--- config.mk ---
export PLATFORM = sky130hd
export DESIGN_NAME = jpeg_coefficient_run_length_unpack
export DESIGN_NICKNAME = d
export VERILOG_FILES = /design/src/rtl/core/jcrlu_pkg.sv /design/src/rtl/core/jpeg_coefficient_run_length_unpack.sv /design/src/rtl/core/jcrlu_ram.sv /design/src/rtl/core/jcrlu_walk.sv /design/src/rtl/core/jcrlu_dc.sv
export VERILOG_INCLUDE_DIRS = /design/src /design/src/rtl/core
export SDC_FILE = /design/constraint.sdc
export NUM_CORES = 1
export LEC_CHECK = 0
export BUFFER_PORTS_ARGS = -buffer_cell sky130_fd_sc_hd__buf_4
export CAP_MARGIN = 20
export CORE_MARGIN = 4
export CORE_UTILIZATION = 60
export DETAILED_ROUTE_END_ITERATION = 8
export GPL_ROUTABILITY_DRIVEN = 1
export PLACE_DENSITY = 0.89
export SKIP_LAST_GASP = 1
export SLEW_MARGIN = 10
export SYNTH_ARGS = -nofsm -noshare
export SYNTH_HDL_FRONTEND = slang
export SYNTH_SLANG_ARGS = --single-unit
--- constraint.sdc ---
create_clock -name clk -period 9.21 [get_ports clk]
set_clock_uncertainty 0.1 [all_clocks]
set_input_delay 1.3815 -clock clk [delete_from_list [all_inputs] [get_ports clk]]
set_output_delay 1.3815 -clock clk [all_outputs]
set_load 0.01 [all_outputs]
--- src/rtl/core/assert_macros.svh ---
// Assertion macros shared by the coefficient unpacker RTL.
`ifndef ASSERT_MACROS_SVH
`define ASSERT_MACROS_SVH

`ifndef SYNTHESIS
// Clocked check that is switched off while reset is held.
`define JC_ASSERT(lbl, clk, rstn, prop, msg) \
  lbl: assert property (@(posedge clk) disable iff (!rstn) (prop)) else $error(msg);
// Clocked check that also holds during reset.
`define JC_ASSERT_ALWAYS(lbl, clk, prop, msg) \
  lbl: assert property (@(posedge clk) (prop)) else $error(msg);
`else
`define JC_ASSERT(lbl, clk, rstn, prop, msg)
`define JC_ASSERT_ALWAYS(lbl, clk, prop, msg)
`endif

`endif

--- src/rtl/core/jcrlu_pkg.sv ---
// Types, constants and helper functions of the coefficient unpacker.
`default_nettype none

package jcrlu_pkg;

  // Block geometry; the walk is written for an eight by eight block.
  localparam int BLOCK_SIDE = 8;
  localparam int BLOCK_AREA = BLOCK_SIDE * BLOCK_SIDE;
  localparam int SIDE_W     = $clog2(BLOCK_SIDE);
  localparam int POS_W      = $clog2(BLOCK_AREA);

  // Default number of DC predictors.
  localparam int CHANNEL_COUNT_DEF = 4;

  localparam int CHAN_W  = 2;
  localparam int NIB_W   = 4;
  localparam int EXTRA_W = 15;
  localparam int COEF_W  = 16;

  // Result status codes.
  typedef enum logic [1:0] {
    STATUS_OK      = 2'd0,
    STATUS_ZEROS   = 2'd1,
    STATUS_NO_ROOM = 2'd2
  } status_t;

  // One decoded symbol.
  typedef struct packed {
    logic [CHAN_W-1:0]  channel;
    logic [NIB_W-1:0]   run;
    logic [NIB_W-1:0]   size;
    logic [EXTRA_W-1:0] extra_bits;
  } in_item_t;

  // One coefficient result.
  typedef struct packed {
    logic [POS_W-1:0]         index;
    logic signed [COEF_W-1:0] value;
    logic                     last;
    status_t                  status;
  } out_item_t;

  // Controls of the zigzag walk.
  typedef struct packed {
    logic advance;
    logic restart;
  } walk_ctl_t;

  // Status of the zigzag walk.
  typedef struct packed {
    logic [POS_W-1:0] pos;
    logic [POS_W-1:0] index;
    logic             at_end;
  } walk_stat_t;

  // Controls of the DC predictor unit.
  typedef struct packed {
    logic start;
    logic commit;
  } dc_ctl_t;

  // JPEG sign extension of size magnitude bits.
  function automatic logic signed [COEF_W-1:0] extend_magnitude(
    input logic [NIB_W-1:0]   size,
    input logic [EXTRA_W-1:0] bits
  );
    logic [COEF_W-1:0] span;
    logic [COEF_W-1:0] top_bit;
    logic [COEF_W-1:0] masked;
    span    = (COEF_W'(1) << size) - COEF_W'(1);
    top_bit = span ^ (span >> 1);
    masked  = {1'b0, bits} & span;
    if ((masked & top_bit) != '0) begin
      extend_magnitude = masked;
    end else begin
      extend_magnitude = masked - span;
    end
  endfunction

endpackage

`default_nettype wire

--- src/rtl/core/jpeg_coefficient_run_length_unpack.sv ---
// Top level of the coefficient unpacker: symbol sequencer and result register.
//
// Usage:
//   The in_ channel takes one Huffman-decoded symbol per transaction
//   (channel, run, size, extra_bits); the out_ channel gives coefficient
//   results (natural index, value, last, status), both valid/ready.
//   At block position zero a symbol is the DC difference: the predictor of
//   its channel is read from a small RAM, added, saturated and written back,
//   giving one result. Later symbols give their zero run and then the
//   coefficient; end of block gives zeros up to the final position.
//   A run that does not fit gives one error result and restarts the block.
// Sequencing:
//   A symbol is taken in the idle state; its results then leave one per
//   cycle while the output slot is free. The single result sequencer handles
//   one symbol at a time. The first result is formed in the state after
//   acceptance and then held in the output register.
// Reset and stalls:
//   Reset restarts the walk at position zero; all predictors then read as zero.
//   While out_ready is low a valid result stays in its register and the sequencer waits;
//   a new symbol is taken once the previous one has issued all its results.
`default_nettype none

`include "assert_macros.svh"

module jpeg_coefficient_run_length_unpack #(
  parameter int CHANNEL_COUNT = jcrlu_pkg::CHANNEL_COUNT_DEF
) (
  input  wire logic                  clk,
  input  wire logic                  rst_n,
  input  wire logic                  in_valid,
  output logic                       in_ready,
  input  wire jcrlu_pkg::in_item_t   in_data,
  output logic                       out_valid,
  input  wire logic                  out_ready,
  output jcrlu_pkg::out_item_t       out_data
);

  typedef enum logic [4:0] {
    S_IDLE = 5'b00001,
    S_DC   = 5'b00010,
    S_RUN  = 5'b00100,
    S_EOB  = 5'b01000,
    S_ERR  = 5'b10000
  } state_t;

  localparam int PW = jcrlu_pkg::POS_W;

  state_t                           state_r, state_nxt;
  jcrlu_pkg::in_item_t              item_r;
  logic [jcrlu_pkg::NIB_W-1:0]      zeros_r, zeros_nxt;
  jcrlu_pkg::status_t               err_r;
  jcrlu_pkg::out_item_t             out_r;
  logic                             out_valid_r;
  jcrlu_pkg::out_item_t             push_data;
  logic                             push;
  logic                             slot_free;
  logic                             accept;
  logic [PW:0]                      remaining;
  logic                             too_long;
  logic signed [jcrlu_pkg::COEF_W-1:0] coef;
  logic signed [jcrlu_pkg::COEF_W-1:0] dc_sum;
  jcrlu_pkg::walk_ctl_t             walk_ctl;
  jcrlu_pkg::walk_stat_t            walk_st;
  jcrlu_pkg::dc_ctl_t               dc_ctl;

  assign in_ready  = (state_r == S_IDLE);
  assign accept    = in_valid && in_ready;
  assign slot_free = !out_valid_r || out_ready;
  assign out_valid = out_valid_r;
  assign out_data  = out_r;

  // Positions left in the block and the run-overflow test at acceptance.
  assign remaining = (PW + 1)'(jcrlu_pkg::BLOCK_AREA) - {1'b0, walk_st.pos};
  assign too_long  = ((PW + 1)'(in_data.run) >= remaining);

  assign coef = jcrlu_pkg::extend_magnitude(item_r.size, item_r.extra_bits);

  jcrlu_walk u_walk (
    .clk   (clk),
    .rst_n (rst_n),
    .ctl   (walk_ctl),
    .stat  (walk_st)
  );

  // The lookup address comes with the transaction; the difference is taken
  // from the held symbol when the sum is formed in the DC state that follows.
  jcrlu_dc #(
    .CHANNEL_COUNT (CHANNEL_COUNT)
  ) u_dc (
    .clk     (clk),
    .rst_n   (rst_n),
    .ctl     (dc_ctl),
    .channel (in_data.channel),
    .coef    (coef),
    .sum     (dc_sum)
  );

  // Result sequencer: after a symbol is taken, one result per cycle whenever the output slot is free.
  always_comb begin
    state_nxt        = state_r;
    zeros_nxt        = zeros_r;
    push             = 1'b0;
    push_data.index  = walk_st.index;
    push_data.value  = '0;
    push_data.last   = 1'b0;
    push_data.status = jcrlu_pkg::STATUS_OK;
    walk_ctl.advance = 1'b0;
    walk_ctl.restart = 1'b0;
    dc_ctl.start     = 1'b0;
    dc_ctl.commit    = 1'b0;
    unique case (state_r)
      S_IDLE: begin
        if (accept) begin
          zeros_nxt = in_data.run;
          if (walk_st.pos == '0) begin
            dc_ctl.start = 1'b1;
            state_nxt    = S_DC;
          end else if (in_data.run == '0 && in_data.size == '0) begin
            state_nxt = S_EOB;
          end else if (too_long) begin
            state_nxt = S_ERR;
          end else begin
            state_nxt = S_RUN;
          end
        end
      end
      S_DC: begin
        push_data.value = dc_sum;
        if (slot_free) begin
          push             = 1'b1;
          dc_ctl.commit    = 1'b1;
          walk_ctl.advance = 1'b1;
          state_nxt        = S_IDLE;
        end
      end
      S_RUN: begin
        if (zeros_r == '0) begin
          push_data.value = coef;
          push_data.last  = walk_st.at_end;
        end
        if (slot_free) begin
          push             = 1'b1;
          walk_ctl.advance = 1'b1;
          if (zeros_r == '0) begin
            state_nxt = S_IDLE;
          end else begin
            zeros_nxt = zeros_r - 1'b1;
          end
        end
      end
      S_EOB: begin
        push_data.last = walk_st.at_end;
        if (slot_free) begin
          push             = 1'b1;
          walk_ctl.advance = 1'b1;
          if (walk_st.at_end) begin
            state_nxt = S_IDLE;
          end
        end
      end
      S_ERR: begin
        push_data.index  = '0;
        push_data.last   = 1'b1;
        push_data.status = err_r;
        if (slot_free) begin
          push             = 1'b1;
          walk_ctl.restart = 1'b1;
          state_nxt        = S_IDLE;
        end
      end
      default: begin
        state_nxt = S_IDLE;
      end
    endcase
  end

  // Control registers.
  always_ff @(posedge clk) begin
    if (!rst_n) begin
      state_r     <= S_IDLE;
      out_valid_r <= 1'b0;
    end else begin
      state_r     <= state_nxt;
      out_valid_r <= push || (out_valid_r && !out_ready);
    end
  end

  // Payload registers: the held symbol, error status, run counter and result slot.
  always_ff @(posedge clk) begin
    zeros_r <= zeros_nxt;
    if (accept) begin
      item_r <= in_data;
      err_r  <= ((PW + 1)'(in_data.run) > remaining) ? jcrlu_pkg::STATUS_ZEROS
                                                     : jcrlu_pkg::STATUS_NO_ROOM;
    end
    if (push) begin
      out_r <= push_data;
    end
  end

  // The DC lookup only runs at the start of a block.
  `JC_ASSERT(a_dc_at_start, clk, rst_n, (state_r == S_DC) |-> (walk_st.pos == '0), "DC symbol away from block start")
  // A result that closes a block leaves the walk at its start.
  `JC_ASSERT(a_last_restarts, clk, rst_n, (push && push_data.last) |=> (walk_st.pos == '0), "walk not restarted after last")
  // Error results always carry index zero and close the block.
  `JC_ASSERT(a_error_shape, clk, rst_n, (out_valid_r && out_r.status != jcrlu_pkg::STATUS_OK) |-> (out_r.last && out_r.index == '0), "malformed error result")

endmodule

`default_nettype wire

--- src/rtl/core/jcrlu_ram.sv ---
// Generic single-port-write, registered-read RAM.
`default_nettype none

module jcrlu_ram #(
  parameter int WIDTH = 16,
  parameter int DEPTH = 4
) (
  input  wire logic                                  clk,
  input  wire logic                                  we,
  input  wire logic [(DEPTH > 1 ? $clog2(DEPTH) : 1)-1:0] waddr,
  input  wire logic [WIDTH-1:0]                      wdata,
  input  wire logic                                  re,
  input  wire logic [(DEPTH > 1 ? $clog2(DEPTH) : 1)-1:0] raddr,
  output logic      [WIDTH-1:0]                      rdata
);

  logic [WIDTH-1:0] mem [DEPTH];

  // Write port and registered read port.
  always_ff @(posedge clk) begin
    if (we) begin
      mem[waddr] <= wdata;
    end
    if (re) begin
      rdata <= mem[raddr];
    end
  end

endmodule

`default_nettype wire

--- src/rtl/core/jcrlu_walk.sv ---
// Zigzag walk over the block: position counter and row/column tracker.
`default_nettype none

`include "assert_macros.svh"

module jcrlu_walk (
  input  wire logic                   clk,
  input  wire logic                   rst_n,
  input  wire jcrlu_pkg::walk_ctl_t   ctl,
  output jcrlu_pkg::walk_stat_t       stat
);

  localparam logic [jcrlu_pkg::SIDE_W-1:0] SIDE_MAX = jcrlu_pkg::SIDE_W'(jcrlu_pkg::BLOCK_SIDE - 1);
  localparam logic [jcrlu_pkg::POS_W-1:0]  POS_MAX  = jcrlu_pkg::POS_W'(jcrlu_pkg::BLOCK_AREA - 1);

  logic [jcrlu_pkg::POS_W-1:0]  pos_r, pos_nxt;
  logic [jcrlu_pkg::SIDE_W-1:0] row_r, row_nxt;
  logic [jcrlu_pkg::SIDE_W-1:0] col_r, col_nxt;

  // Status seen by the sequencer; the side is a power of two, so the
  // natural index is the row and column bits side by side.
  assign stat.pos    = pos_r;
  assign stat.index  = {row_r, col_r};
  assign stat.at_end = (pos_r == POS_MAX);

  // Next step along the zigzag; odd diagonals run down-left.
  always_comb begin
    pos_nxt = pos_r;
    row_nxt = row_r;
    col_nxt = col_r;
    if (ctl.restart || (ctl.advance && stat.at_end)) begin
      pos_nxt = '0;
      row_nxt = '0;
      col_nxt = '0;
    end else if (ctl.advance) begin
      pos_nxt = pos_r + 1'b1;
      if (row_r[0] ^ col_r[0]) begin
        if (row_r == SIDE_MAX) begin
          col_nxt = col_r + 1'b1;
        end else if (col_r == '0) begin
          row_nxt = row_r + 1'b1;
        end else begin
          row_nxt = row_r + 1'b1;
          col_nxt = col_r - 1'b1;
        end
      end else begin
        if (col_r == SIDE_MAX) begin
          row_nxt = row_r + 1'b1;
        end else if (row_r == '0) begin
          col_nxt = col_r + 1'b1;
        end else begin
          row_nxt = row_r - 1'b1;
          col_nxt = col_r + 1'b1;
        end
      end
    end
  end

  // Walk registers.
  always_ff @(posedge clk) begin
    if (!rst_n) begin
      pos_r <= '0;
      row_r <= '0;
      col_r <= '0;
    end else begin
      pos_r <= pos_nxt;
      row_r <= row_nxt;
      col_r <= col_nxt;
    end
  end

  // The position counter and the row/column pair must describe one place.
  `JC_ASSERT(a_walk_origin, clk, rst_n, (pos_r == '0) |-> (row_r == '0 && col_r == '0), "walk origin mismatch")
  `JC_ASSERT(a_walk_corner, clk, rst_n, (pos_r == POS_MAX) |-> (row_r == SIDE_MAX && col_r == SIDE_MAX), "walk corner mismatch")

endmodule

`default_nettype wire

--- src/rtl/core/jcrlu_dc.sv ---
// DC predictor unit: predictor memory, read, add with saturation, write back.
`default_nettype none

`include "assert_macros.svh"

module jcrlu_dc #(
  parameter int CHANNEL_COUNT = jcrlu_pkg::CHANNEL_COUNT_DEF
) (
  input  wire logic                                       clk,
  input  wire logic                                       rst_n,
  input  wire jcrlu_pkg::dc_ctl_t                         ctl,
  input  wire logic [jcrlu_pkg::CHAN_W-1:0]               channel,
  input  wire logic signed [jcrlu_pkg::COEF_W-1:0]        coef,
  output logic signed [jcrlu_pkg::COEF_W-1:0]             sum
);

  localparam int AW = (CHANNEL_COUNT > 1) ? $clog2(CHANNEL_COUNT) : 1;
  localparam int W  = jcrlu_pkg::COEF_W;

  logic [CHANNEL_COUNT-1:0] valid_r, valid_nxt;
  logic [AW-1:0]            addr_r;
  logic                     in_range_r;
  logic                     hit_r;
  logic                     in_range;
  logic [AW-1:0]            addr;
  logic [W-1:0]             rdata;
  logic signed [W-1:0]      pred;
  logic signed [W:0]        wide_sum;
  logic                     busy_r;

  // Channels at or above the predictor count predict from zero and store nothing.
  assign in_range = ({1'b0, channel} < (jcrlu_pkg::CHAN_W + 1)'(CHANNEL_COUNT));
  assign addr     = AW'(channel);

  jcrlu_ram #(
    .WIDTH (W),
    .DEPTH (CHANNEL_COUNT)
  ) u_pred_ram (
    .clk   (clk),
    .we    (ctl.commit && in_range_r),
    .waddr (addr_r),
    .wdata (sum),
    .re    (ctl.start && in_range),
    .raddr (addr),
    .rdata (rdata)
  );

  // A predictor never written since reset reads as zero.
  assign pred     = hit_r ? $signed(rdata) : '0;
  assign wide_sum = {pred[W-1], pred} + {coef[W-1], coef};

  // Saturate to the coefficient range.
  always_comb begin
    case (wide_sum[W:W-1])
      2'b01:   sum = {1'b0, {(W-1){1'b1}}};
      2'b10:   sum = {1'b1, {(W-1){1'b0}}};
      default: sum = wide_sum[W-1:0];
    endcase
  end

  // Valid bits mark predictors written since reset.
  always_comb begin
    valid_nxt = valid_r;
    if (ctl.commit && in_range_r) begin
      valid_nxt[addr_r] = 1'b1;
    end
  end

  always_ff @(posedge clk) begin
    if (!rst_n) begin
      valid_r <= '0;
      busy_r  <= 1'b0;
    end else begin
      valid_r <= valid_nxt;
      if (ctl.start) begin
        busy_r <= 1'b1;
      end else if (ctl.commit) begin
        busy_r <= 1'b0;
      end
    end
  end

  // Lookup context held from the read until the write back.
  always_ff @(posedge clk) begin
    if (ctl.start) begin
      addr_r     <= addr;
      in_range_r <= in_range;
      hit_r      <= in_range && valid_r[addr];
    end
  end

  // A write back always closes a lookup, and lookups never overlap.
  `JC_ASSERT(a_commit_after_start, clk, rst_n, ctl.commit |-> busy_r, "predictor write without lookup")
  `JC_ASSERT(a_no_overlap, clk, rst_n, ctl.start |-> !busy_r, "predictor lookups overlap")

endmodule

`default_nettype wire
Yosys cells after proc, flatten, opt, wreduce, memory -nomap -nowiden
Memory sizes are Yosys's and may differ from the RTL's. A register that Yosys moved wholly into a read port is not among the register bits.
Index checks and enable logic that the tools add are counted.
{"block": "word_totals", "regBits": 75, "ram_bits": 64, "inputBits": 29, "output_inout_bits": 27, "mem_count": 1}
{"block": "op_classes", "add_sub_neg": 10, "n_lt_le_gt_ge": 5, "n_eq_ne": 21, "shifts": 1, "muxes": 43, "n_bitwise": 6, "reduce_logical": 26}
{"memory": "u_dc.u_pred_ram.mem", "words": 4, "width": 16, "read_ports": 1, "rd_clocked_by_memory_dff": 1, "write_ports": 1, "line_no": "jcrlu_ram.sv:17", "rtl": "logic [WIDTH-1:0] mem [DEPTH];"}
{"op": "$pmux W16 S2", "count": 2}
{"op": "$mux W5", "count": 9}
{"op": "$mux W16", "count": 2}
{"op": "$mux W3", "count": 8}
{"op": "$pmux W5 S4", "count": 1}
{"op": "$add A16 B16 Y17", "count": 1}
{"op": "$mux W17", "count": 1}
{"op": "$and A15 B16 Y16", "count": 1}
{"op": "$and A16 B16 Y16", "count": 1}
{"op": "$reduce_bool A16 Y1", "count": 1}
{"op": "$shl A1 B4 Y16 const A", "count": 1}
{"op": "$sub A16 B16 Y16", "count": 1}
{"op": "$sub A16 B2 Y16 const B", "count": 1}
{"op": "$xor A16 B15 Y16", "count": 1}
{"op": "$logic_not A4 Y1", "count": 3}
{"op": "$mux W1", "count": 12}
{"op": "$mux W4", "count": 3}
{"op": "$ne A2 B2 Y1 const B", "count": 5}
{"op": "$ne A2 B1 Y1 const B", "count": 4}
{"op": "$pmux W4 S2", "count": 1}
{"op": "$ge A4 B7 Y1", "count": 1}
{"op": "$gt A4 B7 Y1", "count": 1}
{"op": "$sub A7 B6 Y7 const A", "count": 1}
{"op": "$add A3 B1 Y3 const B", "count": 2}
{"op": "35 further kinds", "count": 48}

Logic depth before layout (Yosys ltp)
Gate-level depths: netlist of the first run.
{"block": "depth", "word_depth": 10, "depth_mapped": 37, "mapped_depth_nobuf": 29}

Cells and area by module
From an unflattened synthesis of the first run, not the netlist that was laid out.
{"block": "hier_totals", "cells_unflattened": 775, "area_unflattened_um2": 8937.3}
{"module": "jpeg_coefficient_run_length_unpack", "n_inst": 1, "cells_per_inst": 417, "area_per_inst_um2": 3925.0, "seq_area_each_um2": 1621.6}
{"module": "jcrlu_ram", "n_inst": 1, "cells_per_inst": 104, "area_per_inst_um2": 2857.7, "seq_area_each_um2": 2402.3}
{"module": "jcrlu_dc", "n_inst": 1, "cells_per_inst": 166, "area_per_inst_um2": 1355.0, "seq_area_each_um2": 170.2}
{"module": "jcrlu_walk", "n_inst": 1, "cells_per_inst": 88, "area_per_inst_um2": 799.5, "seq_area_each_um2": 240.2}

Worst setup path after synthesis of the first run
No wires, ideal clock.
{"block": "synth_path", "path_kind": "register to register", "startpoint": "register item_r[16] (netlist name)", "endpoint": "register out_r (netlist bit out_data[11]), data pin", "setup_ns": 0.256, "arrival_time_ns": 6.862, "required_time_ns": 8.854, "path_slack_ns": 1.991, "path_stages_with_launch": 36, "path_buffers": 8, "period_less_slack_ns": 7.219, "path_cell_list": "edfxtp_1 > buf_2 > buf_2 > buf_2 > nand3b_1 > ha_1 > buf_6 > buf_12 > xnor2_4 > a22o_1 > a222oi_1 > nand4_1 > nor3_1 > clkbuf_1 > xnor2_1 > a21oi_1 > ha_1 > inv_1 > fa_1 > nor2b_1 > o21ai_0 > a21boi_0 > o21ai_0 > a211oi_1 > nor3_1 > o21bai_1 > maj3_1 > and2_1 > o31a_1 > ha_1 > clkbuf_1 > nor2b_1 > inv_1 > clkbuf_1 > o21ai_0 > a22o_1"}
{"item": "from (decl)", "line_no": "jpeg_coefficient_run_length_unpack.sv:49", "rtl": "jcrlu_pkg::in_item_t item_r;"}
{"item": "from (signal assigned)", "line_no": "jpeg_coefficient_run_length_unpack.sv:192", "rtl": "item_r <= in_data;"}
{"item": "to (signal assigned)", "line_no": "jpeg_coefficient_run_length_unpack.sv:197", "rtl": "out_r <= push_data;"}
{"item": "to (decl)", "line_no": "jpeg_coefficient_run_length_unpack.sv:52", "rtl": "jcrlu_pkg::out_item_t out_r;"}

==> results of run 1 <==
==> stage by stage <==
step	utilization, %	setup slack [ns]	std cells	power (mW)
5_1_grt	70.6	0.147	972	2.08
3_5_place_dp	66.4	0.857	938	1.33
4_1_cts	70.5	0.787	970	1.99
3_3_place_gp	66.4	1.23	938	1.31
2_1_floorplan	-	1.99	735	1.20
6_report	70.6	0.870	972	1.99
==> state kept, by name (all words and copies together) (netlist names), 4 cells and up <==
signal	count
state_r	5
zeros_r	4
u_dc.u_pred_ram.rdata	16
u_dc.u_pred_ram.mem	64
item_r	19
u_walk.pos_r	6
out_data	25
u_dc.valid_r	4
==> worst min-delay path by stage <==
stage	endpoint	slack, ns	depth (start not counted)
2_1_floorplan	u_dc.valid_r[2]$_SDFFE_PN0P_	0.34	1
3_3_place_gp	u_dc.valid_r[2]$_SDFFE_PN0P_	0.34	1
3_5_place_dp	u_dc.valid_r[0]$_SDFFE_PN0P_	0.35	1
4_1_cts	u_dc.valid_r[0]$_SDFFE_PN0P_	0.37	1
5_1_grt	u_dc.valid_r[2]$_SDFFE_PN0P_	0.39	1
6_report	u_dc.valid_r[2]$_SDFFE_PN0P_	0.37	1
==> per-layer routing <==
metal,up-vias,global-route usage [%],wire length [µm]
met1,3032,33.7,8220
met4,2,8.77,476
met3,47,7.71,1650
met5,-,0,13
met2,291,43.1,10100
li1,2850,-,-
==> cells by family after synthesis <==
| group | share of synthesized area [%] |
|---|---|
| AOI/OAI and AO/OA | 13.7 |
| xor gates and xnor gates | 3.78 |
| adders and majority gates | 6.03 |
| buffers and inverters | 3.39 |
| DFF | 52.9 |
| muxes | 5.31 |
| and+or+nand+nor | 14.9 |
==> layout make-up <==
cell class	count	area share [%]
clock inverters	8	0.895
repair buffers	67	5.31
clock buffers	24	4.96
multi-input cells	515	38.8
inverters	27	1.08
well taps	176	2.32
flip-flops and latches	155	46.7
==> cells in the mapped netlist (5+ instances only) <==
library cell | n | area share [%]
edfxtp_1 | 133 | 48
nor2_1 | 61 | 2.7
o21ai_0 | 52 | 3.1
nand2_1 | 51 | 2.3
ha_1 | 38 | 5.7
a21oi_1 | 33 | 2.0
clkbuf_1 | 26 | 1.2
inv_1 | 26 | 1.2
and2_1 | 23 | 1.7
dfxtp_1 | 22 | 5.3
xnor2_1 | 19 | 2.0
mux4_2 | 17 | 4.6
nor3_1 | 17 | 1.0
a22o_1 | 16 | 1.7
nor2b_1 | 15 | 1.1
nand3_1 | 14 | 0.84
xor2_1 | 14 | 1.5
nand2b_1 | 13 | 0.97
o21a_1 | 10 | 0.90
a21o_1 | 9 | 0.81
a211oi_1 | 8 | 0.72
and3_1 | 8 | 0.60
o211ai_1 | 8 | 0.72
or3_1 | 7 | 0.52
nand4_1 | 6 | 0.45
buf_2 | 5 | 0.30
==> layout by cell type, fill, tap and decap left out, types with 5 or more instances in the layout <==
cell       synthesis  layout
nand4_1            6       6
xnor2_1           19      19
xor2_1            14      14
nand3_1           14      14
nor3_1            17      17
ha_1              38      38
a21o_1             9       9
a21oi_1           33      33
clkbuf_1          26       5
edfxtp_1         133     133
nor2b_1           15      15
and3_1             8       8
or3_1              7       7
o21ai_0           52      52
a22o_1            16      16
mux4_2            17      17
and2_1            23      23
nand2_1           51      51
o211ai_1           8       8
buf_4              2      65
a211oi_1           8       8
nand2b_1          13      13
nor2_1            61      58
clkbuf_16          0      17
o21a_1            10      10
inv_1             26      26
dfxtp_1           22      22
==> power by group through the flow <==
stage	Sequential, mW	Clock, mW	Combinational (mW)
final	0.887	0.662	0.445
after global routing	0.889	0.707	0.488
after CTS	0.886	0.666	0.436
after detailed placement	0.901	0	0.431
after global placement	0.899	0	0.411
after floorplan	0.895	0	0.306
==> worst register-to-register path, delay by kind of cell (launching register included) <==
family	cells	cell delay [ns]
AND/OR/NAND/NOR	11	2.61
buffers and inverters	3	0.90
XOR/XNOR	1	0.07
adder cells (fa/ha/maj)	4	1.63
flip-flops	1	0.36
AO/OA/AOI/OAI	11	2.41
==> tab_implementation.tex, run 1 <==
\begin{tabular}{lr}
\hline
Metric & Value \\
\hline
\multicolumn{2}{l}{\textbf{Run status}} \\
Outcome & completed \\
\multicolumn{2}{l}{\textbf{Critical path}} \\
Reg-to-reg critical path endpoint & out\_data[14]\$\_DFFE\_PP\_ \\
Cell count along the critical path & 30 \\
End of the critical path & out\_data[14]\$\_DFFE\_PP\_ \\
Sort of element at the start of the critical path & flop \\
Cell repeated most along the worst path & o21ai\_0 \\
Maximum cell stage delay along the critical path & 0.56 ns \\
Number of buffer and inverter instances along the worst setup path & 3 \\
Critical Setup Path Class & flop to flop \\
Maximum fanout count along the critical path & 24 \\
Highest-delay cell along the critical path & or3\_1 \\
Count of cells along the worst register-to-register path & 30 \\
Kind of cell adding the most delay to the critical path & simple AND/OR/NAND/NOR gates \\
Element type at the critical path end & flop \\
Beginning of the worst register-to-register path & item\_r[17]\$\_DFFE\_PP\_ \\
Start point of the critical path & item\_r[17]\$\_DFFE\_PP\_ \\
Register-to-register setup slack & 0.87 ns \\
Endpoint required time on the critical path & 9.29 ns \\
CP arrival & 8.42 ns \\
\multicolumn{2}{l}{\textbf{Detailed routing}} \\
WL per Instance & 21.1 µm \\
Total vias in the final route & 6222 \\
Violation count after the first detailed-route iteration & 624 \\
Routed Wire Length & 20.5 mm \\
Remaining routing DRC violations & 0 \\
Via/cell ratio & 6.40 \\
DRT antenna net count & 0 \\
Total iterations of the first detailed-routing run & 5 \\
\multicolumn{2}{l}{\textbf{Final layout}} \\
Proportion of layout cells with a drive suffix above 1 & 16.1\% \\
FILL cells & 947 \\
Combined area of the multi-input logic cells & 3680 µm² \\
Diodes inserted & 0 \\
Post-synthesis to final-layout area growth & 13.4\% \\
Area used by sequential logic in the layout & 4430 µm² \\
Post-route cell area & 9500 µm² \\
Net count reported at finish & 851 \\
\multicolumn{2}{l}{\textbf{Power and ir drop}} \\
P\_int & 1.40 mW \\
Logic pwr share & 22.3\% \\
Portion of total power attributed to sequential cells & 44.5\% \\
Highest ir drop seen on vdd & 0.147 mV \\
Switching power & 0.595 mW \\
Relative contribution of the clock network to total power & 33.2\% \\
Fraction of power spent switching nets & 29.9\% \\
Power density over the cells & 210 nW/µm² \\
Leakage power figure & 3.58 nW \\
\multicolumn{2}{l}{\textbf{Placed design}} \\
IO Port Bufs & 55 \\
Placed wire-length estimate after detailed placement & 14.2 mm \\
Weighted congestion reported at the end of routability-driven placement & 0.943 \\
Post-detailed-placement cell area & 8930 µm² \\
\multicolumn{2}{l}{\textbf{Floorplan}} \\
Die height & 126 µm \\
Number of top-level pins & 56 \\
Die X-Extent & 126 µm \\
Initial Util & 62.3\% \\
Number of placement rows & 42 \\
Placeable core area & 13500 µm² \\
Area of the die & 15900 µm² \\
\multicolumn{2}{l}{\textbf{Logic synthesis}} \\
Count of distinct cell types in the synthesized netlist & 73 \\
Area of the mapped netlist & 8380 µm² \\
Flip-flop and latch count after synthesis & 155 \\
Number of instances in the synthesized netlist & 735 \\
Number of nets in the synthesized netlist & 803 \\
Most used flip-flop cell after synthesis & edfxtp\_1 \\
Async set or reset register ratio after synthesis & 0\% \\
Number of enable flip-flop cells after synthesis & 133 \\
Synth Area per Inst & 11.4 µm² \\
Synth warn & 0 \\
Portion of the post-synthesis area used by sequential elements & 52.9\% \\
\multicolumn{2}{l}{\textbf{Clocking}} \\
Post-CTS repair timing setup buffer count & 0 \\
Number of hold-repair buffers added at the cts stage & 0 \\
CTS root buf & clkbuf\_16 \\
Total clock buffers created by CTS & 17 \\
H-tree levels & 4 \\
CTS tree & done \\
Buffers from clock root to sink, at most & 2 \\
Clock latency at the later pin of the worst-skew pair & 0.43 ns \\
Worst-path clk slew & 0.06 ns \\
Num Clock Sinks & 155 \\
\# resized after CTS & 0 \\
\multicolumn{2}{l}{\textbf{STA}} \\
Unrepaired setup endpoints after global routing & no \\
Worst hold slack after final layout & 0.370 ns \\
Final-report setup violation count & 0 \\
Time the final worst path needs with I/O delays and setup & 8.34 ns \\
Rel. slew slack & 27.9\% \\
Tightest Pin Transition & 1.08 ns \\
Final number of hold-violating endpoints & 0 \\
Final period utilization & 90.6\% \\
Count of pins over their slew limit & 0 \\
Highest Clock Rate & 120 MHz \\
Total negative slack for setup checks & 0 ns \\
\multicolumn{2}{l}{\textbf{Global routing}} \\
Leftover overflow at the end of global routing & 0 \\
Largest net degree at the start of global routing & 28 \\
Via count of the first global-routing pass & 6092 \\
Initial antenna violation count & 1 \\
Total routing resource utilization after global routing & 26.3\% \\
Wire length of the first global-routing pass & 32.4 mm \\
\multicolumn{2}{l}{\textbf{Flow run}} \\
MaxCap Viol Count & 0 \\
\multicolumn{2}{l}{\textbf{Min path}} \\
Worst Hold Launch & u\_dc.valid\_r[2]\$\_SDFFE\_PN0P\_ \\
Worst hold path class & flop to flop \\
\hline
\end{tabular}
No activity file was read; power rests on OpenSTA's default activity.
==> run 2, diff against run 1 <==
BUFFER_PORTS_ARGS = not set   (was -buffer_cell sky130_fd_sc_hd__buf_4)
DONT_BUFFER_PORTS = 1   (was not set)
PLACE_DENSITY = 0.86   (was 0.89)
==> run 2 against run 1 <==
Utilization shrank 2.7 points. Clock power grew 3%. Global-route usage shrank 0.85 points. Total power is essentially flat. Via count shrank 3.5%. Non-clock buffer count shrank 55. Die area is the same. Sequential power is essentially flat. Register-to-register slack lost 0.14 ns. Combinational power shrank 5.4%. Design area shrank 3.8%. Critical endpoint is now out_data[10]$_DFFE_PP_.
==> tab_implementation.tex, run 2 (synthesis gave the netlist of run 1 again) <==
\begin{tabular}{lr}
\hline
Metric & Value \\
\hline
\multicolumn{2}{l}{\textbf{Clocking}} \\
Number of hold-repair buffers added at the cts stage & 0 \\
Total clock buffers created by CTS & 17 \\
Worst-path clk slew & 0.06 ns \\
H-tree levels & 4 \\
\# resized after CTS & 0 \\
CTS root buf & clkbuf\_16 \\
Clock latency at the later pin of the worst-skew pair & 0.43 ns \\
Num Clock Sinks & 155 \\
Buffers from clock root to sink, at most & 2 \\
CTS tree & done \\
Post-CTS repair timing setup buffer count & 0 \\
\multicolumn{2}{l}{\textbf{Power and ir drop}} \\
Leakage power figure & 3.33 nW \\
Power density over the cells & 218 nW/µm² \\
Highest ir drop seen on vdd & 0.146 mV \\
\multicolumn{2}{l}{\textbf{STA}} \\
Tightest Pin Transition & 1.05 ns \\
Worst hold slack after final layout & 0.363 ns \\
Unrepaired setup endpoints after global routing & no \\
Count of pins over their slew limit & 0 \\
Final-report setup violation count & 0 \\
Final number of hold-violating endpoints & 0 \\
Rel. slew slack & 30.3\% \\
Total negative slack for setup checks & 0 ns \\
Time the final worst path needs with I/O delays and setup & 8.48 ns \\
Final period utilization & 92.1\% \\
Highest Clock Rate & 118 MHz \\
\multicolumn{2}{l}{\textbf{Critical path}} \\
CP arrival & 8.56 ns \\
Start point of the critical path & item\_r[17]\$\_DFFE\_PP\_ \\
Element type at the critical path end & flop \\
Sort of element at the start of the critical path & flop \\
Highest-delay cell along the critical path & edfxtp\_1 \\
Register-to-register setup slack & 0.73 ns \\
Beginning of the worst register-to-register path & item\_r[17]\$\_DFFE\_PP\_ \\
Cell count along the critical path & 28 \\
Critical Setup Path Class & flop to flop \\
Number of buffer and inverter instances along the worst setup path & 2 \\
Count of cells along the worst register-to-register path & 28 \\
Cell repeated most along the worst path & o21ai\_0 \\
Maximum fanout count along the critical path & 26 \\
End of the critical path & out\_data[10]\$\_DFFE\_PP\_ \\
Endpoint required time on the critical path & 9.29 ns \\
Kind of cell adding the most delay to the critical path & compound AO/OA/AOI/OAI gates \\
Maximum cell stage delay along the critical path & 0.67 ns \\
Reg-to-reg critical path endpoint & out\_data[10]\$\_DFFE\_PP\_ \\
\multicolumn{2}{l}{\textbf{Detailed routing}} \\
Violation count after the first detailed-route iteration & 650 \\
Total iterations of the first detailed-routing run & 7 \\
WL per Instance & 21.5 µm \\
Routed Wire Length & 19.7 mm \\
Via/cell ratio & 6.55 \\
Remaining routing DRC violations & 0 \\
Total vias in the final route & 6006 \\
DRT antenna net count & 0 \\
\multicolumn{2}{l}{\textbf{Global routing}} \\
Global routing usage on met1 & 33.5\% \\
Initial antenna violation count & 0 \\
Via count of the first global-routing pass & 5928 \\
Peak-usage layer in the global routing report & met2 \\
Global Route met2 Usage & 40.8\% \\
Leftover overflow at the end of global routing & 0 \\
Largest net degree at the start of global routing & 35 \\
Met3 GRT Util & 6.86\% \\
Total routing resource utilization after global routing & 25.4\% \\
Wire length of the first global-routing pass & 31.5 mm \\
\multicolumn{2}{l}{\textbf{Final layout}} \\
Max reg flops & 64 \\
Net count reported at finish & 796 \\
Count of non-filler cells in the finished layout & 917 \\
Register bank with the most flops & u\_dc.u\_pred\_ram.mem \\
Proportion of layout cells with a drive suffix above 1 & 9.99\% \\
Commonest cells after routing, fill and taps aside & edfxtp\_1, nor2\_1, o21ai\_0, nand2\_1, ha\_1 \\
Post-route cell area & 9140 µm² \\
FILL cells & 958 \\
Most frequent standard cell in the layout excluding fill and tap cells & edfxtp\_1 \\
Diodes inserted & 0 \\
Post-synthesis to final-layout area growth & 9.00\% \\
\multicolumn{2}{l}{\textbf{Floorplan}} \\
Area of the die & 15900 µm² \\
Die X-Extent & 126 µm \\
Die height & 126 µm \\
Number of placement rows & 42 \\
Initial Util & 62.3\% \\
Number of top-level pins & 56 \\
Placeable core area & 13500 µm² \\
\multicolumn{2}{l}{\textbf{Placed design}} \\
Post-detailed-placement cell area & 8510 µm² \\
Post-placement cell count & 882 \\
Weighted congestion reported at the end of routability-driven placement & 0.958 \\
IO Port Bufs & 0 \\
Placed wire-length estimate after detailed placement & 13.7 mm \\
\multicolumn{2}{l}{\textbf{Flow run}} \\
MaxCap Viol Count & 0 \\
\multicolumn{2}{l}{\textbf{Run status}} \\
Outcome & completed \\
\multicolumn{2}{l}{\textbf{Min path}} \\
Worst hold path class & flop to flop \\
\hline
\end{tabular}
==> run 2: cell types whose count changed in the layout (fill, tap and decap cells not counted), sizes merged <==
| cell | before | now |
|---|---|---|
| bufinv | 1 | 2 |
| inv | 28 | 30 |
| clkinv | 4 | 6 |
| clkinvlp | 2 | 3 |
| buf | 66 | 12 |
| clkbuf | 25 | 18 |
==> run 2: final cells by class <==
cell class | instances | area (µm²) | area share (%)
clock buffer | 18 | 429 | 4.70
clock inverter | 14 | 144 | 1.57
inverter | 27 | 103 | 1.12
multi-input combinational | 515 | 3680 | 40.3
sequential | 155 | 4430 | 48.5
tap | 176 | 220 | 2.41
timing repair buffer | 12 | 125 | 1.37
==> run 2: how the worst min path moves through the flow <==
| stage | from | endpoint | slack (ns) | cells after the start |
|---|---|---|---|---|
| after floorplan | u_dc.valid_r[2]$_SDFFE_PN0P_ | u_dc.valid_r[2]$_SDFFE_PN0P_ | 0.34 | 1 |
| after global placement | u_dc.valid_r[3]$_SDFFE_PN0P_ | u_dc.valid_r[3]$_SDFFE_PN0P_ | 0.34 | 1 |
| after detailed placement | u_dc.valid_r[3]$_SDFFE_PN0P_ | u_dc.valid_r[3]$_SDFFE_PN0P_ | 0.35 | 1 |
| after CTS | u_dc.valid_r[3]$_SDFFE_PN0P_ | u_dc.valid_r[3]$_SDFFE_PN0P_ | 0.37 | 1 |
| after global routing | u_dc.valid_r[3]$_SDFFE_PN0P_ | u_dc.valid_r[3]$_SDFFE_PN0P_ | 0.39 | 1 |
| final | u_dc.valid_r[3]$_SDFFE_PN0P_ | u_dc.valid_r[3]$_SDFFE_PN0P_ | 0.36 | 1 |
==> run 2: routing by layer <==
| layer | share of wire (%) | wire (µm) |
|---|---|---|
| met4 | 2.5 | 484 |
| met1 | 41 | 8130 |
| met5 | 0 | 0 |
| met3 | 8.9 | 1750 |
| met2 | 47 | 9370 |
==> run 2: stage by stage <==
stage	worst slack, ns	utilization (%)	power [mW]
floorplan	1.99	-	1.20
global placement	0.940	63.2	1.29
detailed placement	0.658	63.2	1.32
CTS	0.643	67.5	1.99
global route	0.157	67.9	2.08
finish	0.725	67.9	1.99
==> run 2: worst reg2reg max path: cells and delay by family (launching register included) <==
family / cells / cell delay (ns)
AOI/OAI and AO/OA: 11 / 2.78
xor gates and xnor gates: 1 / 0.14
buffers and inverters: 2 / 0.56
adders and majority gates: 4 / 1.55
and+or+nand+nor: 10 / 2.43
DFF: 1 / 0.67
==> run 2: report_power, final <==
| part | internal, mW | switching (mW) | total (mW) |
|---|---|---|---|
| clock | 0.399 | 0.283 | 0.682 |
| sequential | 0.873 | 0.0164 | 0.889 |
| combinational | 0.130 | 0.291 | 0.421 |
| total | 1.40 | 0.590 | 1.99 |
==> run 3, diff against run 2 <==
CTS_CLUSTER_DIAMETER = 50   (was not set)
SYNTH_HIERARCHICAL = 1   (was not set)
==> run 3 against run 2 <==
Utilization shrank 2.0 points. Sequential share of layout area is 2.5 points lower. Clock power is 4.5% higher. Design area rose by 5.3%. Routed wire length is 3.3% higher. Combinational power rose by 35%. Largest cell class unchanged. Largest power group unchanged. Highest routed layer unchanged.
==> tab_implementation.tex, run 3 <==
\begin{tabular}{lr}
\hline
Metric & Value \\
\hline
\multicolumn{2}{l}{\textbf{Critical path}} \\
Sort of element at the start of the critical path & flop \\
CP arrival & 8.29 ns \\
Maximum fanout count along the critical path & 27 \\
Cell repeated most along the worst path & ha\_1 \\
Endpoint required time on the critical path & 9.29 ns \\
Maximum cell stage delay along the critical path & 0.85 ns \\
Element type at the critical path end & flop \\
Cell Chain, Critical Path & nor4\_4 -> inv\_1 -> ha\_1 -> nor2\_1 -> and3\_1 -> nor3\_1 -> nand4\_1 -> nor4b\_4 -> buf\_4 -> a311oi\_1 -> or3\_1 -> ha\_1 -> a21oi\_1 -> o21ai\_0 -> a31oi\_1 -> nand2\_1 -> a21oi\_1 -> xnor2\_1 -> ha\_1 -> nor2b\_1 -> a311o\_1 -> or3\_1 -> a22o\_1 \\
Number of buffer and inverter instances along the worst setup path & 2 \\
Register-to-register setup slack & 1.00 ns \\
Highest-delay cell along the critical path & edfxtp\_1 \\
Kind of cell adding the most delay to the critical path & simple AND/OR/NAND/NOR gates \\
Critical Setup Path Class & flop to flop \\
\multicolumn{2}{l}{\textbf{STA}} \\
Rel. slew slack & 30.2\% \\
Final number of hold-violating endpoints & 0 \\
Unrepaired setup endpoints after global routing & no \\
Count of pins over their slew limit & 0 \\
Time the final worst path needs with I/O delays and setup & 8.21 ns \\
Final period utilization & 89.1\% \\
Final-report setup violation count & 0 \\
Highest Clock Rate & 122 MHz \\
Tightest Pin Transition & 1.05 ns \\
Total negative slack for setup checks & 0 ns \\
\multicolumn{2}{l}{\textbf{Final layout}} \\
Most frequent standard cell in the layout excluding fill and tap cells & edfxtp\_1 \\
Diodes inserted & 0 \\
Proportion of layout cells with a drive suffix above 1 & 11.0\% \\
Commonest cells after routing, fill and taps aside & edfxtp\_1, nand2\_1, nor2\_1, a21oi\_1, ha\_1 \\
Final standard cell utilization of the core & 66.0\% \\
Post-synthesis to final-layout area growth & 7.67\% \\
Max reg flops & 64 \\
Register bank with the most flops & u\_dc/u\_pred\_ram/mem \\
Net count reported at finish & 831 \\
\multicolumn{2}{l}{\textbf{Logic synthesis}} \\
Cell types with the largest area share after synthesis & edfxtp\_1, ha\_1, dfxtp\_1 \\
Number of instances in the synthesized netlist & 775 \\
Synth Area per Inst & 11.5 µm² \\
Number of enable flip-flop cells after synthesis & 133 \\
Number of nets in the synthesized netlist & 844 \\
Synth area leader & edfxtp\_1 \\
Count of distinct cell types in the synthesized netlist & 87 \\
Most used flip-flop cell after synthesis & edfxtp\_1 \\
Async set or reset register ratio after synthesis & 0\% \\
Area of the mapped netlist & 8940 µm² \\
Flip-flop and latch count after synthesis & 155 \\
Synth warn & 6 \\
Portion of the post-synthesis area used by sequential elements & 49.6\% \\
Top post-synthesis cells by count & edfxtp\_1, nand2\_1, nor2\_1, a21oi\_1, ha\_1 \\
Dominant cell by count in the synthesized netlist & edfxtp\_1 \\
Area share of the leading cell type in the synthesized netlist & 44.7\% \\
\multicolumn{2}{l}{\textbf{Run status}} \\
Outcome & completed \\
\multicolumn{2}{l}{\textbf{Clocking}} \\
Num Clock Sinks & 155 \\
Clock latency at the later pin of the worst-skew pair & 0.42 ns \\
CTS root buf & clkbuf\_16 \\
Worst-path clk slew & 0.07 ns \\
Buffers from clock root to sink, at most & 2 \\
Number of hold-repair buffers added at the cts stage & 0 \\
H-tree levels & 4 \\
Post-CTS repair timing setup buffer count & 0 \\
CTS tree & done \\
\# resized after CTS & 0 \\
Total clock buffers created by CTS & 17 \\
\multicolumn{2}{l}{\textbf{Global routing}} \\
Via count of the first global-routing pass & 6050 \\
Total routing resource utilization after global routing & 24.4\% \\
Largest net degree at the start of global routing & 28 \\
Initial antenna violation count & 0 \\
Leftover overflow at the end of global routing & 0 \\
Wire length of the first global-routing pass & 31.7 mm \\
\multicolumn{2}{l}{\textbf{Detailed routing}} \\
WL per Instance & 21.3 µm \\
Violation count after the first detailed-route iteration & 583 \\
Total vias in the final route & 6345 \\
Remaining routing DRC violations & 0 \\
Via/cell ratio & 6.62 \\
Total iterations of the first detailed-routing run & 5 \\
DRT antenna net count & 0 \\
Routed Wire Length & 20.4 mm \\
\multicolumn{2}{l}{\textbf{Floorplan}} \\
Die X-Extent & 130 µm \\
Number of placement rows & 44 \\
Placeable core area & 14600 µm² \\
Initial Util & 61.3\% \\
Number of top-level pins & 56 \\
Area of the die & 16900 µm² \\
Die height & 130 µm \\
\multicolumn{2}{l}{\textbf{Flow run}} \\
MaxCap Viol Count & 0 \\
\multicolumn{2}{l}{\textbf{Power and ir drop}} \\
Power density over the cells & 228 nW/µm² \\
Highest ir drop seen on vdd & 0.174 mV \\
Leakage power figure & 3.54 nW \\
Total design power & 2.19 mW \\
\multicolumn{2}{l}{\textbf{Placed design}} \\
Weighted congestion reported at the end of routability-driven placement & 0.918 \\
Placed wire-length estimate after detailed placement & 14.2 mm \\
IO Port Bufs & 0 \\
\multicolumn{2}{l}{\textbf{Min path}} \\
Worst hold path class & flop to flop \\
\hline
\end{tabular}
[run 3: cell types whose count changed after synthesis, moves of 6 or more]
cell	previous run	this run
a21o_1	9	16
a21oi_1	33	40
and3_1	8	14
buf_2	5	13
clkbuf_1	26	15
mux4_1	0	6
mux4_2	17	11
nand2b_1	13	7
nor2_1	61	45
nor2b_1	15	26
o21ai_0	52	32
[run 3: area by class of cell]
cell class / instances / area [µm²]
clock inverter: 14 / 178
fill: 984 / 4970
tap: 184 / 230
sequential: 155 / 4430
inverter: 31 / 116
timing repair buffer: 7 / 52.6
clock buffer: 18 / 429
multi-input combinational: 550 / 4180
[run 3: report_power, final]
group | internal [mW] | switching (mW)
clock network | 0.411 | 0.302
logic | 0.203 | 0.365
registers | 0.886 | 0.0257
total | 1.50 | 0.692
[run 3: stage by stage]
stage,area [µm²],hold slack (ns),setup slack (ns),cells
floorplan,8940,0.335,2.99,775
global route,9620,0.404,0.584,959
finish,9620,0.368,1.00,959
global placement,9010,0.342,1.28,926
CTS,9620,0.372,0.958,958
detailed placement,9010,0.357,1.03,926
[run 3: final timing paths]
kind                                 from                      endpoint  cells after the start
max                  item_r[15]$_DFFE_PP_        out_data[13]$_DFFE_PP_                     23
min          u_dc/valid_r[2]$_SDFFE_PN0P_  u_dc/valid_r[2]$_SDFFE_PN0P_                      1
max reg2reg          item_r[15]$_DFFE_PP_        out_data[13]$_DFFE_PP_                     23
min reg2reg  u_dc/valid_r[2]$_SDFFE_PN0P_  u_dc/valid_r[2]$_SDFFE_PN0P_                      1
[run 3: cells by family (layout without fill, tap and decap cells)]
family,Yosys count,after routing,synth area share (%)
DFF,155,155,49.6
muxes,31,31,6.17
adders and majority gates,40,40,5.68
and+or+nand+nor,263,263,17.0
AOI/OAI and AO/OA,192,192,15.4
xor gates and xnor gates,24,24,2.35
buffers and inverters,70,70,3.81
[run 3: per-layer routing]
layer	global-route usage, %	share of wire (%)	vias to the layer above
met3	6.71	7.7	48
met1	30.8	40	3079
li1	-	-	2944
met2	40.1	49	274
met5	0	0	-
met4	9.35	2.8	0
